==> src/rtl/cbsf_pkg.sv <==
`timescale 1ns / 1ps
// ----------------------------------------------------------------------------
// Column box-sum filter package
// Register codes, field widths and shared types for the column box-sum filter.
// ----------------------------------------------------------------------------
package cbsf_pkg;

  // The radius registers are 5 bits wide, so neither radius reaches past 31 samples.
  localparam int RADIUS_BITS = 5;
  localparam int RADIUS_MAX  = 31;

  // Results not yet given for received samples: 0 up to RADIUS_MAX + 1.
  localparam int PEND_BITS = 6;
  // Samples received in the current column, saturating.
  localparam int SEEN_BITS = 7;

  typedef logic [RADIUS_BITS-1:0] radius_t;
  typedef logic [PEND_BITS-1:0]   pend_t;
  typedef logic [SEEN_BITS-1:0]   seen_t;
  typedef logic [0:0]             reg_idx_t;

  localparam reg_idx_t REG_RADIUS_BEFORE = 1'b0;
  localparam reg_idx_t REG_RADIUS_AFTER  = 1'b1;

  localparam radius_t RADIUS_RESET = 5'd1;
  localparam seen_t   SEEN_LIMIT   = 7'd127;

endpackage

==> src/rtl/cbsf_cell.sv <==
`timescale 1ns / 1ps
// ----------------------------------------------------------------------------
// Column box-sum filter delay cell
// One stage of the delay line; holds one running column sum and passes it on
// to the next cell whenever a new sample enters the line.
// ----------------------------------------------------------------------------
module cbsf_cell #(
  parameter int W = 22
) (
  input  logic         clk_i,
  input  logic         shift_i,
  input  logic [W-1:0] d_i,
  output logic [W-1:0] q_o
);

  logic [W-1:0] sum_q;

  always_ff @(posedge clk_i) begin
    if (shift_i) begin
      sum_q <= d_i;
    end
  end

  assign q_o = sum_q;

endmodule

==> src/rtl/cbsf_out_buf.sv <==
`timescale 1ns / 1ps
// ----------------------------------------------------------------------------
// Column box-sum filter output buffer
// Two-entry result queue that decouples the result sequencer from the
// downstream ready signal.
// ----------------------------------------------------------------------------
module cbsf_out_buf #(
  parameter int W = 24
) (
  input  logic         clk_i,
  input  logic         rst_ni,
  input  logic         push_i,
  input  logic [W-1:0] data_i,
  output logic         full_o,
  output logic         valid_o,
  input  logic         ready_i,
  output logic [W-1:0] data_o
);

  logic [W-1:0] entry_q [2];
  logic         wr_ptr_q;
  logic         rd_ptr_q;
  logic [1:0]   count_q;
  logic [1:0]   count_d;
  logic         pop;

  assign pop     = valid_o && ready_i;
  assign valid_o = (count_q != 2'd0);
  assign full_o  = (count_q == 2'd2);
  assign data_o  = entry_q[rd_ptr_q];
  assign count_d = count_q + 2'(push_i) - 2'(pop);

  always_ff @(posedge clk_i) begin
    if (push_i) begin
      entry_q[wr_ptr_q] <= data_i;
    end
  end

  always_ff @(posedge clk_i or negedge rst_ni) begin
    if (!rst_ni) begin
      wr_ptr_q <= 1'b0;
      rd_ptr_q <= 1'b0;
      count_q  <= 2'd0;
    end else begin
      if (push_i) begin
        wr_ptr_q <= ~wr_ptr_q;
      end
      if (pop) begin
        rd_ptr_q <= ~rd_ptr_q;
      end
      count_q <= count_d;
    end
  end

endmodule

==> src/rtl/column_box_sum_filter.sv <==
`timescale 1ns / 1ps
// ----------------------------------------------------------------------------
// Column box-sum filter
// Moving-window sum along a column of signed samples, with the window cut
// off at both column ends.
// ----------------------------------------------------------------------------
// Samples of one column enter on the slave stream, the last one marked by
// tlast. For each column position the block returns the exact sum of the
// samples from radius_before positions earlier to radius_after positions
// later, truncated at the column ends. A result leaves once radius_after
// further samples have arrived; the last sample of a column flushes all
// remaining results in position order. With fixed radii, while the output
// queue has room, the block takes one sample per clock cycle and returns one
// result per cycle; the last sample of a column occupies the block until it
// has flushed up to radius_after + 1 results, because the sequencer forms one
// window sum per cycle from two taps of the delay line. A result is registered
// in the output queue. No clearing pass follows reset.
module column_box_sum_filter #(
  parameter int MAX_RADIUS  = 31,
  parameter int SAMPLE_BITS = 16,
  localparam int RADIUS_EFF  = (MAX_RADIUS < cbsf_pkg::RADIUS_MAX) ?
                               MAX_RADIUS : cbsf_pkg::RADIUS_MAX,
  localparam int SUM_BITS    = SAMPLE_BITS + $clog2(2 * RADIUS_EFF + 1),
  localparam int IN_TDATA_W  = ((SAMPLE_BITS + 7) / 8) * 8,
  localparam int OUT_TDATA_W = ((SUM_BITS + 7) / 8) * 8
) (
  input  logic                   clk_i,
  input  logic                   rst_ni,
  // Configuration write port.
  input  logic                   cfg_we_i,
  input  cbsf_pkg::reg_idx_t     cfg_index_i,
  input  cbsf_pkg::radius_t      cfg_wdata_i,
  // Sample stream.
  input  logic                   s_axis_tvalid,
  output logic                   s_axis_tready,
  input  logic [IN_TDATA_W-1:0]  s_axis_tdata,  // [SAMPLE_BITS-1:0] sample
  input  logic                   s_axis_tlast,  // last sample of the column
  // Result stream.
  output logic                   m_axis_tvalid,
  input  logic                   m_axis_tready,
  output logic [OUT_TDATA_W-1:0] m_axis_tdata,  // [SUM_BITS-1:0] window_sum
  output logic                   m_axis_tlast,  // last_of_run
  output logic                   m_axis_tuser   // column_done
);

  import cbsf_pkg::*;

  // The delay line holds running column sums, newest in cell 0. A window is
  // the difference of two of them, so the line spans the widest window plus
  // the sum just before it.
  localparam int      NCELLS       = 2 * RADIUS_EFF + 2;
  localparam int      IDX_BITS     = $clog2(NCELLS);
  localparam radius_t RADIUS_CLAMP = radius_t'(RADIUS_EFF);

  // Configuration registers and their clamped values.
  radius_t rb_cfg_q;
  radius_t ra_cfg_q;
  radius_t rb;
  radius_t ra;

  // Sequencer state. While busy, pend_q counts the samples of the current
  // column whose result is still owed, and target_q is the count to stop at.
  logic    busy_q,   busy_d;
  logic    last_q,   last_d;
  pend_t   pend_q,   pend_d;
  seen_t   seen_q,   seen_d;
  radius_t target_q, target_d;

  logic    has_work;
  logic    emit;
  logic    final_res;
  logic    done_now;
  logic    in_fire;
  logic    col_clear;
  pend_t   k_full;
  radius_t k;
  seen_t   seen_base;
  pend_t   pend_base;
  logic    buf_full;

  // Window geometry for the result at k positions behind the newest sample.
  seen_t                pos;
  radius_t              span_back;
  radius_t              after;
  radius_t              near_off;
  logic [RADIUS_BITS:0] far_off;
  logic                 at_start;

  logic signed [SAMPLE_BITS-1:0] sample_s;
  logic [SUM_BITS-1:0]           cum [NCELLS];
  logic [SUM_BITS-1:0]           cell_d [NCELLS];
  logic [SUM_BITS-1:0]           head_d;
  logic [SUM_BITS-1:0]           cum_near;
  logic [SUM_BITS-1:0]           cum_far;
  logic [SUM_BITS-1:0]           win_sum;
  logic [SUM_BITS+1:0]           res_in;
  logic [SUM_BITS+1:0]           res_out;

  always_ff @(posedge clk_i or negedge rst_ni) begin
    if (!rst_ni) begin
      rb_cfg_q <= RADIUS_RESET;
      ra_cfg_q <= RADIUS_RESET;
    end else if (cfg_we_i) begin
      unique case (cfg_index_i)
        REG_RADIUS_BEFORE: rb_cfg_q <= cfg_wdata_i;
        REG_RADIUS_AFTER:  ra_cfg_q <= cfg_wdata_i;
        default: ;
      endcase
    end
  end

  assign rb = (rb_cfg_q > RADIUS_CLAMP) ? RADIUS_CLAMP : rb_cfg_q;
  assign ra = (ra_cfg_q > RADIUS_CLAMP) ? RADIUS_CLAMP : ra_cfg_q;

  // One result per cycle while results are owed and the output queue has
  // room. The cycle that gives the final result of an item, or finds that the
  // item owes none, also takes the next sample.
  assign has_work  = ({1'b0, target_q} < pend_q);
  assign emit      = busy_q && has_work && !buf_full;
  assign k_full    = pend_q - 1'b1;
  assign k         = radius_t'(k_full);
  assign final_res = emit && (k_full == {1'b0, target_q});
  assign done_now  = busy_q && (!has_work || final_res);

  assign s_axis_tready = !busy_q || done_now;
  assign in_fire       = s_axis_tvalid && s_axis_tready;

  // A finished column clears the column counters before the next sample.
  assign col_clear = done_now && last_q;
  assign seen_base = col_clear ? '0 : seen_q;
  assign pend_base = col_clear ? '0 : (emit ? k_full : pend_q);

  always_comb begin
    busy_d   = busy_q;
    last_d   = last_q;
    target_d = target_q;
    pend_d   = pend_base;
    seen_d   = seen_base;
    if (done_now) begin
      busy_d = 1'b0;
    end
    if (in_fire) begin
      busy_d   = 1'b1;
      last_d   = s_axis_tlast;
      target_d = s_axis_tlast ? '0 : ra;
      pend_d   = pend_base + 1'b1;
      seen_d   = (seen_base < SEEN_LIMIT) ? seen_base + 1'b1 : seen_base;
    end
  end

  always_ff @(posedge clk_i or negedge rst_ni) begin
    if (!rst_ni) begin
      busy_q   <= 1'b0;
      last_q   <= 1'b0;
      target_q <= '0;
      pend_q   <= '0;
      seen_q   <= '0;
    end else begin
      busy_q   <= busy_d;
      last_q   <= last_d;
      target_q <= target_d;
      pend_q   <= pend_d;
      seen_q   <= seen_d;
    end
  end

  // The head cell starts a new running sum at the first sample of a column.
  // Sums wrap modulo 2^SUM_BITS; the difference of two of them is still exact.
  assign sample_s = s_axis_tdata[SAMPLE_BITS-1:0];
  assign head_d   = ((seen_base == '0) ? '0 : cum[0]) + SUM_BITS'(sample_s);

  for (genvar j = 0; j < NCELLS; j++) begin : g_cell
    if (j == 0) begin : g_head
      assign cell_d[j] = head_d;
    end else begin : g_tail
      assign cell_d[j] = cum[j-1];
    end
    cbsf_cell #(
      .W(SUM_BITS)
    ) u_cell (
      .clk_i  (clk_i),
      .shift_i(in_fire),
      .d_i    (cell_d[j]),
      .q_o    (cum[j])
    );
  end

  // The window of the position k behind the newest sample runs from
  // min(ra, k) later to min(rb, pos) earlier positions. When it reaches the
  // column start, nothing is subtracted.
  assign pos       = seen_q - seen_t'(pend_q);
  assign span_back = (seen_t'(rb) < pos) ? rb : radius_t'(pos);
  assign after     = (ra < k) ? ra : k;
  assign near_off  = k - after;
  assign far_off   = {1'b0, k} + {1'b0, span_back} + 1'b1;
  assign at_start  = (seen_t'(span_back) == pos);

  assign cum_near = cum[IDX_BITS'(near_off)];
  assign cum_far  = at_start ? '0 : cum[IDX_BITS'(far_off)];
  assign win_sum  = cum_near - cum_far;

  assign res_in = {final_res && last_q, final_res, win_sum};

  cbsf_out_buf #(
    .W(SUM_BITS + 2)
  ) u_out_buf (
    .clk_i  (clk_i),
    .rst_ni (rst_ni),
    .push_i (emit),
    .data_i (res_in),
    .full_o (buf_full),
    .valid_o(m_axis_tvalid),
    .ready_i(m_axis_tready),
    .data_o (res_out)
  );

  assign m_axis_tdata = OUT_TDATA_W'(res_out[SUM_BITS-1:0]);
  assign m_axis_tlast = res_out[SUM_BITS];
  assign m_axis_tuser = res_out[SUM_BITS+1];

endmodule

==> config.mk <==
export PLATFORM = sky130hd
export DESIGN_NAME = column_box_sum_filter
export DESIGN_NICKNAME = d
export VERILOG_FILES = /design/src/rtl/cbsf_pkg.sv /design/src/rtl/cbsf_cell.sv /design/src/rtl/cbsf_out_buf.sv /design/src/rtl/column_box_sum_filter.sv
export SDC_FILE = /design/constraint.sdc
export NUM_CORES = 2
export LEC_CHECK = 0
export BUFFER_PORTS_ARGS = -buffer_cell sky130_fd_sc_hd__buf_2
export CAP_MARGIN = 30
export CORE_ASPECT_RATIO = 1.4
export CORE_MARGIN = 2
export CORE_UTILIZATION = 35
export CTS_BUF_LIST = sky130_fd_sc_hd__clkbuf_16
export DETAILED_ROUTE_END_ITERATION = 16
export MAX_ROUTING_LAYER = met4
export SLEW_MARGIN = 0
export SYNTH_ARGS = -nofsm -noshare
export SYNTH_HDL_FRONTEND = slang
export SYNTH_SLANG_ARGS = --single-unit
==> constraint.sdc <==
create_clock -name clk_i -period 10.2 [get_ports clk_i]
set_clock_uncertainty 0.15 [all_clocks]
set_input_delay 2.04 -clock clk_i [delete_from_list [all_inputs] [get_ports clk_i]]
set_output_delay 2.04 -clock clk_i [all_outputs]
set_load 0.01 [all_outputs]
# Word-level counts from Yosys, hierarchy flattened
# Memories as Yosys holds them, arrays and structs flattened.
# Index checks and enable logic that the tools add are counted.
# W data, S select, Z words.
# totals
regBits,1442
ramBits,48
inputBits,28
out_inout_bits,28
mem_count,1
# op_classes
add_sub_neg,11
n_lt_le_gt_ge,8
n_eq_ne,3
muxes,23
bitwise,5
n_reduce_logical,18
# memory_table
memory,words,width,rd,rd_clocked_by_memory_dff,write_ports,line,source
u_out_buf.entry_q,2,24,1,0,1,cbsf_out_buf.sv:20,logic [W-1:0] entry_q [2];
# ops
cell,n
$bmux W22 S6,2
$mux W22,6
$mux W5,5
$add A22 B22 Y22,1
$sub A22 B22 Y22,1
$mux W7,3
$mux W6,3
$ge A7 B7 Y1 const B,2
$add A6 B1 Y6 const B,2
$gt A5 B5 Y1 const B,2
$logic_and A1 B1 Y1,8
$add A7 B1 Y7 const B,1
$eq A5 B7 Y1,1
$logic_not A7 Y1,1
$lt A5 B7 Y1,1
$lt A7 B7 Y1 const B,1
$not A5 Y7,1
$not A6 Y7,1
$sub A7 B6 Y7,1
$add A5 B5 Y6,1
$eq A6 B5 Y1,1
$lt A5 B6 Y1,1
$sub A6 B1 Y6 const B,1
$lt A5 B5 Y1,1
10 further kinds,20

# Longest topological paths before layout
# logic_depth
ltp_word,12
ltp_mapped,36
depth_no_buf,34

# By module
# From an unflattened synthesis, not the netlist that was laid out.
# unflattened
hier_cells,3025
hier_area_um2,65715.5
# by_module_without_submodules
module,instances,cells_per_inst,area_per_inst_um2
cbsf_cell,64,22,660.6
column_box_sum_filter,1,1525,21400.5
cbsf_out_buf,1,92,2034.5

# Least setup slack after synthesis
# Ideal clock, no wire load.
# synth_path
kind,register to register
start,register pend_q[0]
end,register seen_q[4]
t_arrival_ps,9844
slack_ps,79
path_stages_with_launch,14
cell_sequence,dfrtp_1 > inv_1 > ha_1 > xor2_2 > xor2_1 > or3_1 > nor4_2 > nand2_1 > nand3_2 > nand2_2 > clkinv_2 > buf_6 > nand2_1 > o221a_2
# synth_via
word_cells_on_any_way,17
classes_between,2 x add/sub; 2 x order compare; 1 x eq/ne; 3 x mux; 9 x reduce/logical
# synth_rtl
element,line,source
"start, declared",column_box_sum_filter.sv:65,"pend_t pend_q, pend_d;"
"start signal, assigned",column_box_sum_filter.sv:162,pend_q <= pend_d;
branches (longest 4 deep; another with $sub A6 B1 Y6),-,
$logic_or A1 B1 Y1 *,column_box_sum_filter.sv:123,assign done_now = busy_q && (!has_work || final_res);
$logic_and A1 B1 Y1 *,column_box_sum_filter.sv:123,
$logic_or A1 B1 Y1 *,column_box_sum_filter.sv:125,assign s_axis_tready = !busy_q || done_now;
net s_axis_tready,column_box_sum_filter.sv:35,"output logic s_axis_tready,"
$logic_and A1 B1 Y1 *,column_box_sum_filter.sv:126,assign in_fire = s_axis_tvalid && s_axis_tready;
$mux W7 *,column_box_sum_filter.sv:142,if (in_fire) begin
net seen_d[4],column_box_sum_filter.sv:66,"seen_t seen_q, seen_d;"
"end signal, assigned",column_box_sum_filter.sv:163,seen_q <= seen_d;
"end, declared",column_box_sum_filter.sv:66,
# Mark *: on every way through the listed nets, which the timed path passes.
# A chain may end at the register's enable or synchronous reset.

# Final worst setup path
# layout_path
start,register pend_q[0]
end,"memory u_out_buf.entry_q[0][18], data pin"
# layout_via
elab_chain_cells,11
word_cells_on_any_way,20
classes_between,6 x add/sub; 2 x order compare; 1 x eq/ne; 9 x mux; 2 x bitwise
# layout_rtl
element,line,source
$sub A7 B6 Y7,column_box_sum_filter.sv:191,assign pos = seen_q - seen_t'(pend_q);
$lt A5 B7 Y1,column_box_sum_filter.sv:192,assign span_back = (seen_t'(rb) < pos) ? rb : radius_t'(pos);
$mux W5,column_box_sum_filter.sv:192,
$add A5 B5 Y6,column_box_sum_filter.sv:195,"assign far_off = {1'b0, k} + {1'b0, span_back} + 1'b1;"
$add A6 B1 Y6,column_box_sum_filter.sv:195,
$not A6 Y7 (implied by the code),column_box_sum_filter.sv:199,assign cum_far = at_start ? '0 : cum[IDX_BITS'(far_off)];
$bmux W22 S6,column_box_sum_filter.sv:199,
$mux W22 (implied by the code) (2 in series),column_box_sum_filter.sv:199,
$mux W22,column_box_sum_filter.sv:199,
$sub A22 B22 Y22 *,column_box_sum_filter.sv:200,assign win_sum = cum_near - cum_far;
net res_in[18],column_box_sum_filter.sv:96,logic [SUM_BITS+1:0] res_in;
"end, declared",cbsf_out_buf.sv:20,
# The timed path passes the listed nets; every way through them passes the cells marked *. The select of a mux whose other input is x is not followed.

==> reports/metrics.yaml <==
clock_network:
  cts_buffers: 145
  cts_resized: 0
  cts_hold_buf: 0
  post_cts_buffers: 0
  root_buffer: "clkbuf_16"
  clk_pin_slew_ps: 60
  clk_path_buf_depth: 3
  clock_sinks: 1490
  cts_tree: "built"
  cts.htree.levels: 4
  clock_latency_ps: 790
floorplan:
  die-area_mm2: 0.191
  pin_count: 56
  start_util_pct: 35.1
  core_mm2: 0.187
  die_h_um: 517
  num_rows: 188
  die_x_um: 370
timing:
  hold_slack_ps: 282
  hold_violations: 0
  fin_setup_tns_ps: 0
  fmax_ghz: 0.106
  period_needed_ps: 9420
  max_slew_margin_pct: 17.0
  slew_viol_final: 0
  worstMarginPinSlew_ps: 1240
  rsz0062_at_grt: "false"
  setup_viol: 0
  fin_crit_sh_pct: 92.3
logic_synthesis:
  yosys_register_bits: 1490
  postSynthCellCount: 3026
  yosys_warnings: 0
  synthFlopType: "edfxtp_1"
  netlist_area_mm2: 0.0657
  syn_area_per_cell_um2: 21.7
  synth-edff-count: 1456
  async_reset_ff_share_pct: 2.28
  synth_cell_types: 77
  synth.yosys.seq_area_share_pct: 67.9
hold_path:
  hp-class: "reg -> reg"
route:
  drc_errors: 0
  drtAntennaViolNets: 0
  drt_iter0_markers: 3157
  wire_per_inst_um: 24.0
  firstDrtPassIters: 5
  via_count: 31200
  wl_um: 137000
  viasPerCell: 5.47
critical_path:
  crit_type: "reg -> reg"
  cp_slowest_stage_delay_ps: 1220
  start_kind: "flop"
  cpMostUsedCell: "a21oi_1"
  worstPathRequired_ps: 10570
  slowest_stage: "fa_4"
  worstPathArrival_ps: 9790
  cp_max_fo: 34
  end_kind: "flop"
final_layout:
  register_area_mm2: 0.0446
  fillCellCount: 16400
  fin_area_mm2: 0.0741
  fin_cells: 5712
  syn_to_final_growth_pct: 12.8
  drive_gt1_share_pct: 33.8
  multiInputGateArea_mm2: 0.0203
  nets: 3231
global_route:
  grt_max_degree: 190
  antenna_found_initial: 8
  grt_pass1_wl_um: 212000
  overflow: 0
  grt_pass1_vias: 32800
  grt.total_usage_pct: 14.9
place:
  dp.cells: 5445
  dp_hpwl_um: 82400
  place_area_mm2: 0.0693
  place_congestion: 0.775
  io_buffers: 53
run:
  cap_violations: 0
outcome:
  status: "completed"
==> per-stage QoR <==
| stage | worst slack [ps] | utilization (%) |
|---|---|---|
| 5_1_grt | 199 | 39.6 |
| 2_1_floorplan | 78.8 | - |
| 3_5_place_dp | 736 | 37.1 |
| 3_3_place_gp | 754 | 37.1 |
| 6_report | 784 | 39.6 |
| 4_1_cts | 714 | 39.6 |
==> cell usage in the layout (no fill, tap or decap), types with 16 or more instances in the layout <==
cell type	synthesis	routed
dfrtp_1	32	32
nor2_1	29	29
xor2_1	17	16
buf_2	51	53
nand2b_1	16	16
xnor2_1	51	47
o21ai_0	27	27
o211ai_1	21	21
mux4_2	648	648
ha_1	76	74
clkinv_2	1	17
a21oi_1	46	46
clkinv_1	0	32
mux2i_1	34	34
inv_1	35	65
nor3_1	18	18
buf_12	0	29
nand2_1	64	64
clkbuf_16	0	151
and3_1	30	30
bufinv_16	0	17
o21a_1	16	16
edfxtp_1	1456	1456
buf_4	5	49
a21o_1	24	24
mux2_2	79	79
==> metal layers <==
metal	wire length, um	track usage (%)	part of all wire (%)	vias to the layer above
li1	-	-	-	13200
met1	58800	20.0	43	17000
met2	67700	23.2	49	839
met3	7270	2.89	5.3	202
met4	3480	4.47	2.5	0
met5	0	-	0	-
==> kinds of logic after synthesis <==
kind of cell | share of synthesized area, %
AOI/OAI and AO/OA | 1.84
xor gates and xnor gates | 0.998
adders and majority gates | 1.60
buffers and inverters | 1.46
DFF | 67.9
muxes | 24.5
other | 0.00571
and+or+nand+nor | 1.75
==> final cells by class <==
| cell class | instances | share of cell area [%] |
|---|---|---|
| multi-input cells | 1318 | 27.4 |
| diodes | 5 | 0.0169 |
| clock inverters | 111 | 1.37 |
| well taps | 2470 | 4.17 |
| repair buffers | 131 | 1.64 |
| inverters | 36 | 0.204 |
| clock buffers | 151 | 5.10 |
| flip-flops and latches | 1490 | 60.1 |
==> sequential cells by signal, indices dropped and copies added (netlist names) <==
signal,cells
rb_cfg_q,5
u_out_buf.entry_q,48
u_out_buf.rd_ptr_q,1
g_cell.u_cell.q_o,1408
u_out_buf.wr_ptr_q,1
last_q,1
target_q,5
pend_q,6
busy_q,1
u_out_buf.count_q,2
ra_cfg_q,5
seen_q,7
==> path summary, 6_finish.rpt <==
check	startpoint	to	slack, ps	cells past startpoint
worst max-delay path	pend_q[0]	u_out_buf.entry_q[0][18]	780	30
worst min-delay path	g_cell[37].u_cell.q_o[4]	g_cell[38].u_cell.q_o[4]	280	0
worst max register to register	pend_q[0]	u_out_buf.entry_q[0][18]	780	30
worst min register to register	g_cell[37].u_cell.q_o[4]	g_cell[38].u_cell.q_o[4]	280	0
max in group asynchronous	rst_ni	seen_q[5]	8190	1
min in group asynchronous	rst_ni	rb_cfg_q[1]	1190	1
==> critical path, delay by kind of cell (launching register included) <==
family	cells	cell delay (ps)
xor gates and xnor gates	2	340
buffers and inverters	4	490
muxes	4	1390
and+or+nand+nor	2	370
adders and majority gates	7	3110
AOI/OAI and AO/OA	11	2620
DFF	1	670
==> synth_stat cells (all sizes together) (30+ instances only) <==
library cell / count / area, um^2
edfxtp: 1456 / 43700
mux4: 658 / 14900
clkbuf: 104 / 390
buf: 79 / 432
mux2: 79 / 890
ha: 76 / 951
nand2: 65 / 246
xnor2: 53 / 490
a21oi: 48 / 248
inv: 35 / 131
mux2i: 34 / 340
dfrtp: 32 / 801
and3: 30 / 188
nor2: 30 / 120
Power is not shown: default switching activity piles up to over one toggle a cycle in this logic, so the estimate is an artifact.
